$ cat config.mk
export PLATFORM = sky130hd
export DESIGN_NAME = circle_outline_rasterizer_flat
export DESIGN_NICKNAME = d
export VERILOG_FILES = /design/src/hdl/cor_pkg.sv /design/src/hdl/cor_channels.sv /design/src/hdl/cor_front.sv /design/src/hdl/cor_queue.sv /design/src/hdl/cor_back.sv /design/src/hdl/circle_outline_rasterizer.sv /design/src/flat_wrapper.sv
export SDC_FILE = /design/constraint.sdc
export NUM_CORES = 1
export LEC_CHECK = 0
export ABC_AREA = 1
export ABC_CLOCK_PERIOD_IN_PS = 11000
export BUFFER_PORTS_ARGS = -buffer_cell sky130_fd_sc_hd__buf_2
export CELL_PAD_IN_SITES_DETAIL_PLACEMENT = 0
export CELL_PAD_IN_SITES_GLOBAL_PLACEMENT = 1
export CORE_ASPECT_RATIO = 0.6
export CORE_MARGIN = 5
export CORE_UTILIZATION = 38
export DETAILED_ROUTE_END_ITERATION = 10
export MAX_ROUTING_LAYER = met4
export PLACE_DENSITY = 0.68
export SETUP_SLACK_MARGIN = 0.3
export SYNTH_ARGS = -nofsm -noshare
export SYNTH_HDL_FRONTEND = slang
export SYNTH_SLANG_ARGS = --single-unit
$ cat constraint.sdc
create_clock -name clock -period 11 [get_ports clock]
set_input_delay 1.65 -clock clock [delete_from_list [all_inputs] [get_ports clock]]
set_output_delay 1.65 -clock clock [all_outputs]
set_load 0.01 [all_outputs]
$ cat src/hdl/cor_pkg.sv
package cor_pkg;

   localparam int POINT_W = 14;
   localparam int COLOR_W = 24;

   typedef enum logic {
      CMD_START = 1'b0,
      CMD_STEP  = 1'b1
   } command_type;

endpackage

$ cat src/hdl/cor_channels.sv
interface cor_req_if #(
   parameter int COORD_BITS  = 12,
   parameter int RADIUS_BITS = 11
);
   import cor_pkg::*;

   logic                   valid;
   logic                   ready;
   command_type            command;
   logic [COORD_BITS-1:0]  center_x;
   logic [COORD_BITS-1:0]  center_y;
   logic [RADIUS_BITS-1:0] radius;
   logic [COLOR_W-1:0]     pixel_color;

   modport source (
      output valid, command, center_x, center_y, radius, pixel_color,
      input  ready
   );

   modport sink (
      input  valid, command, center_x, center_y, radius, pixel_color,
      output ready
   );
endinterface

interface cor_rsp_if;
   import cor_pkg::*;

   logic                      valid;
   logic                      ready;
   logic signed [POINT_W-1:0] point_x;
   logic signed [POINT_W-1:0] point_y;
   logic [COLOR_W-1:0]        point_color;
   logic                      last_of_step;
   logic                      circle_done;

   modport source (
      output valid, point_x, point_y, point_color, last_of_step, circle_done,
      input  ready
   );

   modport sink (
      input  valid, point_x, point_y, point_color, last_of_step, circle_done,
      output ready
   );
endinterface

$ cat src/hdl/cor_front.sv
module cor_front #(
   parameter int COORD_BITS  = 12,
   parameter int RADIUS_BITS = 11
) (
   input  logic                          clock,
   input  logic                          reset,
   cor_req_if.sink                       req_ch,
   input  logic                          job_space,
   output logic                          job_push,
   output logic [COORD_BITS-1:0]         job_cx,
   output logic [COORD_BITS-1:0]         job_cy,
   output logic signed [RADIUS_BITS+1:0] job_x,
   output logic signed [RADIUS_BITS+1:0] job_y,
   output logic [cor_pkg::COLOR_W-1:0]   job_color,
   output logic                          job_done
);
   import cor_pkg::*;

   localparam int XW = RADIUS_BITS + 2;
   localparam int EW = RADIUS_BITS + 4;

   logic                  busy_ff, busy_in;
   logic signed [XW-1:0]  x_ff, x_in;
   logic signed [XW-1:0]  y_ff, y_in;
   logic signed [EW-1:0]  err_ff, err_in;
   logic [COORD_BITS-1:0] cx_ff, cx_in;
   logic [COORD_BITS-1:0] cy_ff, cy_in;
   logic [COLOR_W-1:0]    color_ff, color_in;

   logic                 accept;
   logic                 take_y;
   logic                 take_x;
   logic signed [EW-1:0] x_e, y_e, y1, e1, x1, e2, r_e;

   assign accept       = req_ch.valid && req_ch.ready;
   assign req_ch.ready = job_space;

   always_comb begin
      x_e    = EW'(x_ff);
      y_e    = EW'(y_ff);
      take_y = (err_ff <= y_e);
      y1     = take_y ? y_e + EW'(1) : y_e;
      e1     = take_y ? err_ff + (y1 <<< 1) + EW'(1) : err_ff;
      take_x = (err_ff > x_e) || (e1 > y1);
      x1     = take_x ? x_e + EW'(1) : x_e;
      e2     = take_x ? e1 + (x1 <<< 1) + EW'(1) : e1;
      r_e    = signed'(EW'({1'b0, req_ch.radius}));
   end

   assign job_push  = accept && (req_ch.command == CMD_STEP) && busy_ff;
   assign job_cx    = cx_ff;
   assign job_cy    = cy_ff;
   assign job_x     = x_ff;
   assign job_y     = y_ff;
   assign job_color = color_ff;
   assign job_done  = !x1[EW-1];

   always_comb begin
      busy_in  = busy_ff;
      x_in     = x_ff;
      y_in     = y_ff;
      err_in   = err_ff;
      cx_in    = cx_ff;
      cy_in    = cy_ff;
      color_in = color_ff;
      if (accept && (req_ch.command == CMD_START)) begin
         busy_in  = 1'b1;
         x_in     = XW'(-r_e);
         y_in     = '0;
         err_in   = EW'(2) - (r_e <<< 1);
         cx_in    = req_ch.center_x;
         cy_in    = req_ch.center_y;
         color_in = req_ch.pixel_color;
      end else if (job_push) begin
         busy_in = x1[EW-1];
         x_in    = XW'(x1);
         y_in    = XW'(y1);
         err_in  = e2;
      end
   end

   always_ff @(posedge clock) begin
      if (reset) begin
         busy_ff  <= 1'b0;
         x_ff     <= '0;
         y_ff     <= '0;
         err_ff   <= '0;
         cx_ff    <= '0;
         cy_ff    <= '0;
         color_ff <= '0;
      end else begin
         busy_ff  <= busy_in;
         x_ff     <= x_in;
         y_ff     <= y_in;
         err_ff   <= err_in;
         cx_ff    <= cx_in;
         cy_ff    <= cy_in;
         color_ff <= color_in;
      end
   end

endmodule

$ cat src/hdl/cor_queue.sv
module cor_queue #(
   parameter int WIDTH = 64
) (
   input  logic             clock,
   input  logic             reset,
   input  logic             push,
   input  logic [WIDTH-1:0] push_data,
   output logic             space,
   input  logic             pop,
   output logic [WIDTH-1:0] pop_data,
   output logic             avail
);
   localparam int DEPTH   = 2;
   localparam int PTR_W   = $clog2(DEPTH);
   localparam int COUNT_W = $clog2(DEPTH + 1);

   logic [WIDTH-1:0]   entry_ff [DEPTH];
   logic [PTR_W-1:0]   wr_ptr_ff, wr_ptr_in;
   logic [PTR_W-1:0]   rd_ptr_ff, rd_ptr_in;
   logic [COUNT_W-1:0] count_ff, count_in;

   assign space    = (count_ff != COUNT_W'(DEPTH));
   assign avail    = (count_ff != '0);
   assign pop_data = entry_ff[rd_ptr_ff];

   always_comb begin
      wr_ptr_in = push ? wr_ptr_ff + PTR_W'(1) : wr_ptr_ff;
      rd_ptr_in = pop ? rd_ptr_ff + PTR_W'(1) : rd_ptr_ff;
      count_in  = count_ff + COUNT_W'(push) - COUNT_W'(pop);
   end

   always_ff @(posedge clock) begin
      if (reset) begin
         wr_ptr_ff <= '0;
         rd_ptr_ff <= '0;
         count_ff  <= '0;
      end else begin
         wr_ptr_ff <= wr_ptr_in;
         rd_ptr_ff <= rd_ptr_in;
         count_ff  <= count_in;
      end
   end

   always_ff @(posedge clock) begin
      if (push) begin
         entry_ff[wr_ptr_ff] <= push_data;
      end
   end

endmodule

$ cat src/hdl/cor_back.sv
module cor_back #(
   parameter int COORD_BITS  = 12,
   parameter int RADIUS_BITS = 11
) (
   input  logic                          clock,
   input  logic                          reset,
   input  logic                          job_avail,
   output logic                          job_pop,
   input  logic [COORD_BITS-1:0]         job_cx,
   input  logic [COORD_BITS-1:0]         job_cy,
   input  logic signed [RADIUS_BITS+1:0] job_x,
   input  logic signed [RADIUS_BITS+1:0] job_y,
   input  logic [cor_pkg::COLOR_W-1:0]   job_color,
   input  logic                          job_done,
   cor_rsp_if.source                     rsp_ch
);
   import cor_pkg::*;

   localparam int XW = RADIUS_BITS + 2;
   localparam int SW = ((COORD_BITS > RADIUS_BITS) ? COORD_BITS : RADIUS_BITS) + 2;

   typedef enum logic [1:0] {
      QUAD_0 = 2'd0,
      QUAD_1 = 2'd1,
      QUAD_2 = 2'd2,
      QUAD_3 = 2'd3
   } quadrant_type;

   logic                      active_ff, active_in;
   quadrant_type              quad_ff, quad_in;
   logic [COORD_BITS-1:0]     cx_ff, cx_in;
   logic [COORD_BITS-1:0]     cy_ff, cy_in;
   logic signed [XW-1:0]      x_ff, x_in;
   logic signed [XW-1:0]      y_ff, y_in;
   logic [COLOR_W-1:0]        color_ff, color_in;
   logic                      done_ff, done_in;

   logic                      valid_ff, valid_in;
   logic signed [POINT_W-1:0] px_ff, px_in;
   logic signed [POINT_W-1:0] py_ff, py_in;
   logic [COLOR_W-1:0]        pcolor_ff, pcolor_in;
   logic                      last_ff, last_in;
   logic                      cdone_ff, cdone_in;

   logic                 advance;
   logic                 job_end;
   logic signed [SW-1:0] cxs, cys, xs, ys, dx, dy, px, py;

   assign advance = !valid_ff || rsp_ch.ready;
   assign job_end = !active_ff || (quad_ff == QUAD_3);
   assign job_pop = job_avail && advance && job_end;

   always_comb begin
      cxs = SW'(signed'({1'b0, cx_ff}));
      cys = SW'(signed'({1'b0, cy_ff}));
      xs  = SW'(x_ff);
      ys  = SW'(y_ff);
      case (quad_ff)
         QUAD_0: begin
            dx = -xs;
            dy = ys;
         end
         QUAD_1: begin
            dx = -ys;
            dy = -xs;
         end
         QUAD_2: begin
            dx = xs;
            dy = -ys;
         end
         QUAD_3: begin
            dx = ys;
            dy = xs;
         end
         default: begin
            dx = '0;
            dy = '0;
         end
      endcase
      px = cxs + dx;
      py = cys + dy;
   end

   always_comb begin
      active_in = active_ff;
      quad_in   = quad_ff;
      cx_in     = cx_ff;
      cy_in     = cy_ff;
      x_in      = x_ff;
      y_in      = y_ff;
      color_in  = color_ff;
      done_in   = done_ff;
      valid_in  = valid_ff;
      px_in     = px_ff;
      py_in     = py_ff;
      pcolor_in = pcolor_ff;
      last_in   = last_ff;
      cdone_in  = cdone_ff;
      if (advance) begin
         valid_in  = active_ff;
         px_in     = POINT_W'(px);
         py_in     = POINT_W'(py);
         pcolor_in = color_ff;
         last_in   = (quad_ff == QUAD_3);
         cdone_in  = (quad_ff == QUAD_3) && done_ff;
         if (job_end) begin
            active_in = job_avail;
            quad_in   = QUAD_0;
            cx_in     = job_cx;
            cy_in     = job_cy;
            x_in      = job_x;
            y_in      = job_y;
            color_in  = job_color;
            done_in   = job_done;
         end else begin
            quad_in = quadrant_type'(quad_ff + 2'd1);
         end
      end
   end

   always_ff @(posedge clock) begin
      if (reset) begin
         active_ff <= 1'b0;
         quad_ff   <= QUAD_0;
         valid_ff  <= 1'b0;
         cx_ff     <= '0;
         cy_ff     <= '0;
         x_ff      <= '0;
         y_ff      <= '0;
         color_ff  <= '0;
         done_ff   <= 1'b0;
         px_ff     <= '0;
         py_ff     <= '0;
         pcolor_ff <= '0;
         last_ff   <= 1'b0;
         cdone_ff  <= 1'b0;
      end else begin
         active_ff <= active_in;
         quad_ff   <= quad_in;
         valid_ff  <= valid_in;
         cx_ff     <= cx_in;
         cy_ff     <= cy_in;
         x_ff      <= x_in;
         y_ff      <= y_in;
         color_ff  <= color_in;
         done_ff   <= done_in;
         px_ff     <= px_in;
         py_ff     <= py_in;
         pcolor_ff <= pcolor_in;
         last_ff   <= last_in;
         cdone_ff  <= cdone_in;
      end
   end

   assign rsp_ch.valid        = valid_ff;
   assign rsp_ch.point_x      = px_ff;
   assign rsp_ch.point_y      = py_ff;
   assign rsp_ch.point_color  = pcolor_ff;
   assign rsp_ch.last_of_step = last_ff;
   assign rsp_ch.circle_done  = cdone_ff;

endmodule

$ cat src/hdl/circle_outline_rasterizer.sv
// Channel   Direction  Handshake               Carries
// req_ch    in         req_ch.valid/ready      start or step request
// rsp_ch    out        rsp_ch.valid/ready      one outline pixel
//
// A start request gives no pixel; a step request gives four pixels, one per cycle
// while rsp_ch is ready, as the back end walks the four quadrants, taking the
// next step from the queue on the last one. A step request is written into a
// two-entry queue at the edge that accepts it; with the back end idle it passes
// the back end's job and then output registers before its first pixel is shown.
// Reset is synchronous and clears all control state. A stalled rsp_ch fills the
// queue and then holds req_ch.ready low.
module circle_outline_rasterizer #(
   parameter int COORD_BITS  = 12,
   parameter int RADIUS_BITS = 11
) (
   input  logic      clock,
   input  logic      reset,
   cor_req_if.sink   req_ch,
   cor_rsp_if.source rsp_ch
);
   import cor_pkg::*;

   localparam int XW    = RADIUS_BITS + 2;
   localparam int JOB_W = 2 * COORD_BITS + 2 * XW + COLOR_W + 1;

   logic                  q_space, q_avail, q_push, q_pop;
   logic [JOB_W-1:0]      push_data, pop_data;

   logic [COORD_BITS-1:0] f_cx, f_cy, b_cx, b_cy;
   logic signed [XW-1:0]  f_x, f_y, b_x, b_y;
   logic [COLOR_W-1:0]    f_color, b_color;
   logic                  f_done, b_done;

   cor_front #(
      .COORD_BITS  (COORD_BITS),
      .RADIUS_BITS (RADIUS_BITS)
   ) u_front (
      .clock     (clock),
      .reset     (reset),
      .req_ch    (req_ch),
      .job_space (q_space),
      .job_push  (q_push),
      .job_cx    (f_cx),
      .job_cy    (f_cy),
      .job_x     (f_x),
      .job_y     (f_y),
      .job_color (f_color),
      .job_done  (f_done)
   );

   assign push_data = {f_cx, f_cy, f_x, f_y, f_color, f_done};

   cor_queue #(
      .WIDTH (JOB_W)
   ) u_queue (
      .clock     (clock),
      .reset     (reset),
      .push      (q_push),
      .push_data (push_data),
      .space     (q_space),
      .pop       (q_pop),
      .pop_data  (pop_data),
      .avail     (q_avail)
   );

   assign {b_cx, b_cy, b_x, b_y, b_color, b_done} = pop_data;

   cor_back #(
      .COORD_BITS  (COORD_BITS),
      .RADIUS_BITS (RADIUS_BITS)
   ) u_back (
      .clock     (clock),
      .reset     (reset),
      .job_avail (q_avail),
      .job_pop   (q_pop),
      .job_cx    (b_cx),
      .job_cy    (b_cy),
      .job_x     (b_x),
      .job_y     (b_y),
      .job_color (b_color),
      .job_done  (b_done),
      .rsp_ch    (rsp_ch)
   );

endmodule

$ cat src/flat_wrapper.sv
// flat-port wrapper written by rule: the top's interface ports become plain ports
module circle_outline_rasterizer_flat import cor_pkg::*;
#(
   parameter int COORD_BITS  = 12,
   parameter int RADIUS_BITS = 11
)
  (clock, reset, req_ch_valid, req_ch_command, req_ch_center_x, req_ch_center_y, req_ch_radius, req_ch_pixel_color, req_ch_ready, rsp_ch_valid, rsp_ch_point_x, rsp_ch_point_y, rsp_ch_point_color, rsp_ch_last_of_step, rsp_ch_circle_done, rsp_ch_ready);
  cor_req_if #(.COORD_BITS(COORD_BITS), .RADIUS_BITS(RADIUS_BITS)) req_ch_i ();
  cor_rsp_if rsp_ch_i ();
  input  logic clock;
  input  logic reset;
  input wire logic [$bits(req_ch_i.valid)-1:0] req_ch_valid;
  input wire logic [$bits(req_ch_i.command)-1:0] req_ch_command;
  input wire logic [$bits(req_ch_i.center_x)-1:0] req_ch_center_x;
  input wire logic [$bits(req_ch_i.center_y)-1:0] req_ch_center_y;
  input wire logic [$bits(req_ch_i.radius)-1:0] req_ch_radius;
  input wire logic [$bits(req_ch_i.pixel_color)-1:0] req_ch_pixel_color;
  output wire logic [$bits(req_ch_i.ready)-1:0] req_ch_ready;
  output wire logic [$bits(rsp_ch_i.valid)-1:0] rsp_ch_valid;
  output wire logic [$bits(rsp_ch_i.point_x)-1:0] rsp_ch_point_x;
  output wire logic [$bits(rsp_ch_i.point_y)-1:0] rsp_ch_point_y;
  output wire logic [$bits(rsp_ch_i.point_color)-1:0] rsp_ch_point_color;
  output wire logic [$bits(rsp_ch_i.last_of_step)-1:0] rsp_ch_last_of_step;
  output wire logic [$bits(rsp_ch_i.circle_done)-1:0] rsp_ch_circle_done;
  input wire logic [$bits(rsp_ch_i.ready)-1:0] rsp_ch_ready;
  assign req_ch_i.valid = req_ch_valid;
  assign req_ch_i.command = req_ch_command;
  assign req_ch_i.center_x = req_ch_center_x;
  assign req_ch_i.center_y = req_ch_center_y;
  assign req_ch_i.radius = req_ch_radius;
  assign req_ch_i.pixel_color = req_ch_pixel_color;
  assign req_ch_ready = req_ch_i.ready;
  assign rsp_ch_valid = rsp_ch_i.valid;
  assign rsp_ch_point_x = rsp_ch_i.point_x;
  assign rsp_ch_point_y = rsp_ch_i.point_y;
  assign rsp_ch_point_color = rsp_ch_i.point_color;
  assign rsp_ch_last_of_step = rsp_ch_i.last_of_step;
  assign rsp_ch_circle_done = rsp_ch_i.circle_done;
  assign rsp_ch_i.ready = rsp_ch_ready;
  circle_outline_rasterizer #(.COORD_BITS(COORD_BITS), .RADIUS_BITS(RADIUS_BITS)) u_core (.clock(clock), .reset(reset), .req_ch(req_ch_i), .rsp_ch(rsp_ch_i));
endmodule
==> results.md, run 1 <==
* Post-route setup slack at between 1 and 1.5 ns
* Sequential power share at 30.6%
* CP endpoint: u_core.u_front.err_ff[14]$_SDFFE_PP0P_
* Max Slew Vio Count at 0
* CTS tree: built
* Final GP Congestion at approximately 0.95
* Final Cycle Share at 87.0%
* Top cell type by total area after synthesis: dfxtp_1
* CP max-delay cell: a2111oi_0
* Die Width at roughly 300 um
* Flop-to-flop setup slack at 1.43 ns
* YS warnings at 0
* Async set-or-reset flop fraction in the synthesized netlist at 0%
* Die height at ~180 um
* Initial antenna violation count at 2
* Main synth FF type: dfxtp_1
* Placed cell area at about 20,000 um^2
* Vias per Instance at about 5.3
* Most common cell type on the critical path: nand2_1
* Worst vdd ir at 0.000137 V
* Cells after synthesis at 2,249
* CP Launch Type: flip-flop
* Top cells by count, synth: nand2_1 (405), o21ai_0 (283), nor2_1 (235)
* Fillers at around 4.9k
* Antenna Nets Post-Route at 0
* I/O pin cnt at 120
* Fmax at around 0.10 GHz
* Longest Clk Path Bufs at 3
* Clk pwr share at between 10% and 20%
* Final hold vios at 0
* Drt wl/cell at between 15 and 20 um
* Int Pwr at approximately 3.6 mW
* Data arrival time of the worst path at around 10 ns
* Synthesized cell area at 18,800 um^2
* Crit. Startpoint: u_core.u_front.job_y[12]$_SDFFE_PP0P_
* Largest net degree at the start of global routing at roughly 110
* GRT overflow at 0
* Worst skew pair latency at approximately 0.55 ns
* #FFs+latches synth at around 380
* H-tree depth at 2
* Sw frac at 45.4%
* Area Overhead vs Synth at 12.5%
* Total power draw at 6.50 mW
* Layout cell share with drive strength beyond 1 at a little under a tenth
* CTS sink cnt at 377
* Initial core utilization at a little under two fifths
* DR DRC count at 0
* Final core utilization at 43.0%
* Post-route insts no fill at 2,989
* Cell Rows at 63
* Syn_area_per_cell at ~8.4 um^2
* Final min period at 9.57 ns
* Setup TNS at 0 ns
* Final Skew at between 0.02 and 0.025 ns
* Via count at around 16k
* Hold depth at 0
* Unrepaired setup endpoints after global routing: false
* Mapped Nets at between 2k and 2.5k
* Buffers added on ports at roughly 120
* Place WS at between 1 and 1.5 ns
* First-pass GRT wire length at ~86,000 um
* Worst slew pin tran at around 1.1 ns
* CP max FO at 42
* CP max stage delay at ~0.52 ns
* Logic gate share of total power at 49.6%
* Setup crit end kind: flip-flop
* Final nets at about 2.5k
* CTS Buf Count at 37
* R2R Path End: u_core.u_front.err_ff[14]$_SDFFE_PP0P_
* Most common cell in the netlist: nand2_1
* Post-synth top area share at 24.2%
* Relative slew slack at 29.6%
* Post-detail-place hpwl at between 30,000 and 40,000 um
* Setup Viol. Count Final at 0
* Drt total wl at ~55,000 um
* Hold Crit Class: flip-flop to flip-flop
* 1st-pass router iterations at 7
* # placed instances at just under 3k
* Post-synth cell types at 53
* Cells on worst reg2reg path at 52
* Leakage at 9.27 nW
* Vias in the first global route at about 15k
* ANT cells at 0
* Pwr/cell area at 307 nW/um^2
* Critical Path RT at roughly 11 ns
* DR iter-0 viols at 1,477
* Post-synth EDFFs at 150
* Max-cap violation count at 0
* Root buf cell: clkbuf_16
* Fin Hold WS at between 0.4 and 0.5 ns
* Core Area at slightly below 50,000 um^2
* Worst r2r src: u_core.u_front.job_y[12]$_SDFFE_PP0P_
* Synth area leaders: dfxtp_1 (24%), edfxtp_1 (24%), nand2_1 (8.1%)
* Status: finished clean
* Die area at 54,200 um^2
* Total global-route track usage at between 20% and 30%
* Sw power at 2.95 mW
* Clock Pin Slew Worst Setup and Hold Paths at roughly 0.07 ns
* Design Area, Final at 21,200 um^2
* Sequential area share after synthesis at between 40% and 50%
* Crit path kind: flip-flop to flip-flop
[layer usage]
layer / wire length [um] / global-route usage, %
met5: 0 / -
met3: 4190 / 3.95
met1: 28800 / 31.6
met4: 427 / 2.43
met2: 21800 / 28.2
[what timing repair did]
action	CTS	global route
gates resized for setup	0	2
setup endpoints to repair	0	2
setup buffers	0	0
hold buffers	0	0
[cell families (layout without fill, tap and decap cells)]
kind of cell / count (synthesis) / count (layout) / synth area share (%)
xor gates and xnor gates: 77 / 77 / 3.63
AOI/OAI and AO/OA: 598 / 598 / 17.7
DFF: 377 / 377 / 48.1
adders and majority gates: 112 / 112 / 7.61
and+or+nand+nor: 745 / 745 / 16.1
buffers and inverters: 340 / 430 / 6.88
[power groups by stage]
| stage | logic (mW) | clock network [mW] | registers (mW) |
|---|---|---|---|
| detailed placement | 3.17 | 0 | 2.01 |
| global placement | 3.20 | 0 | 2.01 |
| global route | 3.65 | 1.37 | 2.02 |
| finish | 3.23 | 1.29 | 1.99 |
| floorplan | 2.33 | 0 | 1.92 |
| CTS | 3.19 | 1.32 | 1.99 |
[critical path: cells and delay by family (launching register included)]
family | cells | cell delay [ns]
and+or+nand+nor | 27 | 3.69
adders and majority gates | 4 | 1.45
buffers and inverters | 6 | 0.45
AOI/OAI and AO/OA | 12 | 2.41
DFF | 1 | 0.45
xor gates and xnor gates | 3 | 0.95
[worst min-delay path by stage]
stage / slack, ns / end / start
2_1_floorplan: 0.42 / u_core.u_queue.entry_ff[0][10]$_DFFE_PP_ / u_core.u_front.job_color[9]$_SDFFE_PP0P_
3_3_place_gp: 0.43 / u_core.u_queue.entry_ff[0][22]$_DFFE_PP_ / u_core.u_front.job_color[21]$_SDFFE_PP0P_
3_5_place_dp: 0.43 / u_core.u_queue.entry_ff[0][12]$_DFFE_PP_ / u_core.u_front.job_color[11]$_SDFFE_PP0P_
4_1_cts: 0.45 / u_core.u_queue.entry_ff[1][62]$_DFFE_PP_ / u_core.u_front.job_cy[11]$_SDFFE_PP0P_
5_1_grt: 0.46 / u_core.u_queue.entry_ff[1][62]$_DFFE_PP_ / u_core.u_front.job_cy[11]$_SDFFE_PP0P_
6_report: 0.45 / u_core.u_queue.entry_ff[0][16]$_DFFE_PP_ / u_core.u_front.job_color[15]$_SDFFE_PP0P_
[flip-flops by register name, summed over array words and instances, names as in the netlist, 13 cells and up]
name / count
u_core.u_back.rsp_ch.point_color: 24
u_core.u_back.color_ff: 24
u_core.u_front.job_color: 24
u_core.u_back.rsp_ch.point_y: 14
u_core.u_front.job_y: 13
u_core.u_back.rsp_ch.point_x: 14
u_core.u_front.err_ff: 15
u_core.u_front.job_x: 13
u_core.u_back.x_ff: 13
u_core.u_queue.entry_ff: 150
u_core.u_back.y_ff: 13
[layout by cell type (no fill, tap or decap), drive strengths merged, types with 2 or more instances in the layout]
cell type and instances:
dfxtp 227, buf 133, ha 108, nand3 51
nor4 9, a31oi 85, o211ai 7, a21oi 148
a21o 2, o21bai 23, nor2 238, or2 2
clkinv 12, nand2 411, o22ai 2, a221oi 3
edfxtp 150, xnor2 20, a211oi 3, o2111ai 3
inv 231, nor3 11, o221ai 20, fa 4
clkbuf 50, nand4 20, o32ai 4, bufinv 2
o21ai 290, clkinvlp 2, xor2 57
[final cells by class]
| class | instances | area, um^2 | share of cell area, % |
|---|---|---|---|
| Sequential cell | 377 | 9050 | 42.8 |
| Multi-Input combinational cell | 1532 | 8510 | 40.2 |
| Tap cell | 650 | 813 | 3.84 |
| Clock buffer | 50 | 1050 | 4.94 |
| Timing Repair Buffer | 133 | 701 | 3.31 |
| Inverter | 229 | 866 | 4.09 |
| Clock inverter | 18 | 168 | 0.793 |
No activity file was read; power rests on OpenSTA's default activity.
==> inputs of run 2 (changes only) <==
--- a/config.mk
+++ b/config.mk
@@ -5,17 +5,16 @@
 export SDC_FILE = /design/constraint.sdc
 export NUM_CORES = 1
 export LEC_CHECK = 0
-export ABC_AREA = 1
-export ABC_CLOCK_PERIOD_IN_PS = 11000
 export BUFFER_PORTS_ARGS = -buffer_cell sky130_fd_sc_hd__buf_2
 export CELL_PAD_IN_SITES_DETAIL_PLACEMENT = 0
 export CELL_PAD_IN_SITES_GLOBAL_PLACEMENT = 1
 export CORE_ASPECT_RATIO = 0.6
 export CORE_MARGIN = 5
 export CORE_UTILIZATION = 38
+export CTS_BUF_LIST = sky130_fd_sc_hd__clkbuf_2
 export DETAILED_ROUTE_END_ITERATION = 10
 export MAX_ROUTING_LAYER = met4
-export PLACE_DENSITY = 0.68
+export PLACE_DENSITY = 0.66
 export SETUP_SLACK_MARGIN = 0.3
 export SYNTH_ARGS = -nofsm -noshare
 export SYNTH_HDL_FRONTEND = slang
==> run 2 against run 1 <==
Worst hold slack lost 0.014 ns. Utilization fell by 0.48 points. Final cell count fell by 1.4%. Synthesized cell count is 8.8% lower. Routed wire length rose by 5.2%. Global-route usage increased by 0.62 points. Maximum frequency shrank 7.5%. Via count fell by 0.15%. Non-clock buffer count increased by 14. Register-to-register slack lost 0.78 ns. Synthesized area rose by 2.7%. Sequential power fell by 2%.
==> results.md, run 2 <==
* Worst slew pin tran at 1.12 ns (+0.0618 ns)
* Max reg flops at 150 (unchanged)
* Initial core utilization at 38.2% (-0.055 points)
* Final hold vios at 0 (unchanged)
* Die height at 185 um (+1.3%)
* Cell Rows at 64 (+1.6%)
* Most frequent cells in the layout: nand2_1 (261), dfxtp_1 (226), a21oi_1 (204)
* Largest net degree at the start of global routing at 97 (-7.6%)
* Syn_area_per_cell at 9.42 um^2 (+13%)
* Post-CTS Setup Repair Bufs at 0 (unchanged)
* Drt wl/cell at 19.7 um (+6.7%)
* Core Area at 50,600 um^2 (+2.9%)
* Longest Clk Path Bufs at 3 (unchanged)
* Die area at 55,600 um^2 (+2.6%)
* Data arrival time of the worst path at 11.14 ns (+1.16 ns)
* Critical Path RT at 11.80 ns (+0.39 ns)
* Max-cap violation count at 0 (unchanged)
* Logic gate share of total power at 52.9% (+3.3 points)
* DR iter-0 viols at 1,329 (-10%)
* Clk pwr share at 15.9% (-3.9 points)
* Initial antenna violation count at 2 (unchanged)
* Most common cell type on the critical path: ha_1
* Post-synth top area share at 23.5% (-0.64 points)
* Final nets at 2,352 (-5.4%)
* Via count at 15.8k (-0.15%)
* Crit. Startpoint: u_core.u_front.err_ff[4]$_SDFFE_PP0P_
* Hold Crit Class: flip-flop to flip-flop
* Post-synth EDFFs at 150 (unchanged)
* Max Slew Vio Count at 0 (unchanged)
* CP Launch Type: flip-flop
* Async set-or-reset flop fraction in the synthesized netlist at 0% (unchanged)
* Post-CTS sizing at 0 (unchanged)
* CTS Buf Count at 91 (+150%)
* 1st-pass router iterations at 6 (-1)
* CP top delay family: compound AO/OA/AOI/OAI gates
* Setup crit end kind: flip-flop
* Most common cell in the netlist: nand2_1
* Fmax at 0.0967 GHz (-7.5%)
* GRT overflow at 0 (unchanged)
* Layout cell share with drive strength beyond 1 at 14.2% (+4.7 points)
* First-pass GRT wire length at 88,100 um (+2.6%)
* Post-synth cell types at 82 (+55%)
* Sw frac at 47.2% (+1.9 points)
* Worst vdd ir at 0.000149 V (+8.7%)
* Leakage at 8.66 nW (-6.5%)
* Mapped Nets at 2,228 (-8.1%)
* Die Width at 301 um (+1.3%)
* I/O pin cnt at 120 (unchanged)
* Setup Viol. Count Final at 0 (unchanged)
* Setup TNS at 0 ns (unchanged)
* Status: finished clean
* Worst Hold Launch: u_core.u_front.job_cy[5]$_SDFFE_PP0P_
* Clock Pin Slew Worst Setup and Hold Paths at 0.16 ns (+0.09 ns)
* Cells after synthesis at 2,052 (-8.8%)
* Sequential power share at 31.3% (+0.7 points)
* YS warnings at 0 (unchanged)
* CTS sink cnt at 377 (unchanged)
* Drt total wl at 58,200 um (+5.2%)
* Final Skew at 0.0751 ns (+0.0516 ns)
* Sequential area share after synthesis at 46.8% (-1.3 points)
* CP max stage delay at 0.93 ns (+0.41 ns)
* Final GP Congestion at 0.938 (-0.79%)
* Top cell type by total area after synthesis: dfxtp_1
* Synthesized cell area at 19,300 um^2 (+2.7%)
* CTS tree: built
* DR DRC count at 0 (unchanged)
* Area Overhead vs Synth at 11.4%
* Final Cycle Share at 94.1% (+7.1 points)
* Vias per Instance at 5.35 (+1.2%)
* Int Pwr at 3.29 mW (-7.4%)
* Final min period at 10.35 ns (+0.777 ns)
* Most common cell after layout, fill and taps aside: nand2_1
* Worst r2r src: u_core.u_front.err_ff[4]$_SDFFE_PP0P_
* #FFs+latches synth at 377 (unchanged)
* Vias in the first global route at 15.0k (+2.0%)
* Sw power at 2.94 mW (-0.21%)
* Pwr/cell area at 290 nW/um^2 (-5.8%)
* Post-detail-place hpwl at 41,300 um (+6.7%)
* Unrepaired setup endpoints after global routing: false
* Post-CTS Hold Buffers at 0 (unchanged)
* Largest reg by FF count: u_core.u_queue.entry_ff
* Crit path kind: flip-flop to flip-flop
* Synth area leaders: dfxtp_1 (24%), edfxtp_1 (23%), ha_1 (7.0%)
* Top cells by count, synth: nand2_1 (261), dfxtp_1 (227), a21oi_1 (205)
* Main synth FF type: dfxtp_1
* Antenna Nets Post-Route at 0 (unchanged)
* Crit path buffers/inverters at 1 (-5)
* Buffers added on ports at 119 (unchanged)
* Worst skew pair latency at 0.99 ns (+0.44 ns)
* Total power draw at 6.23 mW (-4.1%)
* CP max FO at 16 (-62%)
* Total global-route track usage at 21.0% (+0.62 points)
* H-tree depth at 3 (+1)
* CP max-delay cell: a211oi_1
* Relative slew slack at 25.1% (-4.5 points)
* Root buf cell: clkbuf_2
## run 2: cell families (layout without fill, tap and decap cells)
kind of cell	count (synthesis)	count (layout)	share of synthesized area (%)
AO/OA/AOI/OAI	535	535	18.0
XOR/XNOR	98	98	4.44
adder cells (fa/ha/maj)	112	112	7.41
buffers and inverters	206	408	4.03
flip-flops	377	377	46.8
multiplexers	87	87	4.51
other	0	1	0
AND/OR/NAND/NOR	637	637	14.8
## run 2: layer usage
metal	part of all wire [%]	track usage [%]	vias to the layer above
met5	0	-	-
met4	1.4	4.55	0
met3	9.0	7.09	63
met2	38	26.5	471
met1	52	31.8	7504
li1	-	-	7737
## run 2: final timing paths
kind | depth (start not counted) | to | slack (ns)
worst max-delay path | 31 | u_core.u_front.err_ff[5]$_SDFFE_PP0P_ | 0.65
worst min-delay path | 0 | u_core.u_queue.entry_ff[1][56]$_DFFE_PP_ | 0.43
worst max register to register | 31 | u_core.u_front.err_ff[5]$_SDFFE_PP0P_ | 0.65
worst min register to register | 0 | u_core.u_queue.entry_ff[1][56]$_DFFE_PP_ | 0.43
## run 2: cell type report
cell class              count  area (um^2)
diodes                      1         2.50
clock inverters            45          277
flip-flops and latches    377         9050
fillers                  5166        29100
multi-input cells        1469         9540
well taps                 693          867
clock buffers             126          631
inverters                  90          338
repair buffers            147          812
## run 2: power groups by stage
stage | Clock [mW] | Sequential [mW] | Combinational [mW]
3_3_place_gp | 0 | 1.97 | 3.20
5_1_grt | 1.10 | 1.98 | 3.62
3_5_place_dp | 0 | 1.98 | 3.20
4_1_cts | 1.03 | 1.95 | 3.23
2_1_floorplan | 0 | 1.90 | 2.25
6_report | 0.989 | 1.95 | 3.30
## run 2: per-stage QoR
step | cells | utilization [%] | worst slack, ns | hold slack, ns | instance area, um^2
5_1_grt | 2948 | 42.5 | 0.402 | 0.434 | 21500
2_1_floorplan | 2052 | - | 3.07 | 0.424 | 19300
3_3_place_gp | 2776 | 40.7 | 1.28 | 0.432 | 20600
4_1_cts | 2947 | 42.5 | 1.14 | 0.418 | 21500
6_report | 2948 | 42.5 | 0.654 | 0.432 | 21500
3_5_place_dp | 2776 | 40.7 | 1.16 | 0.438 | 20600
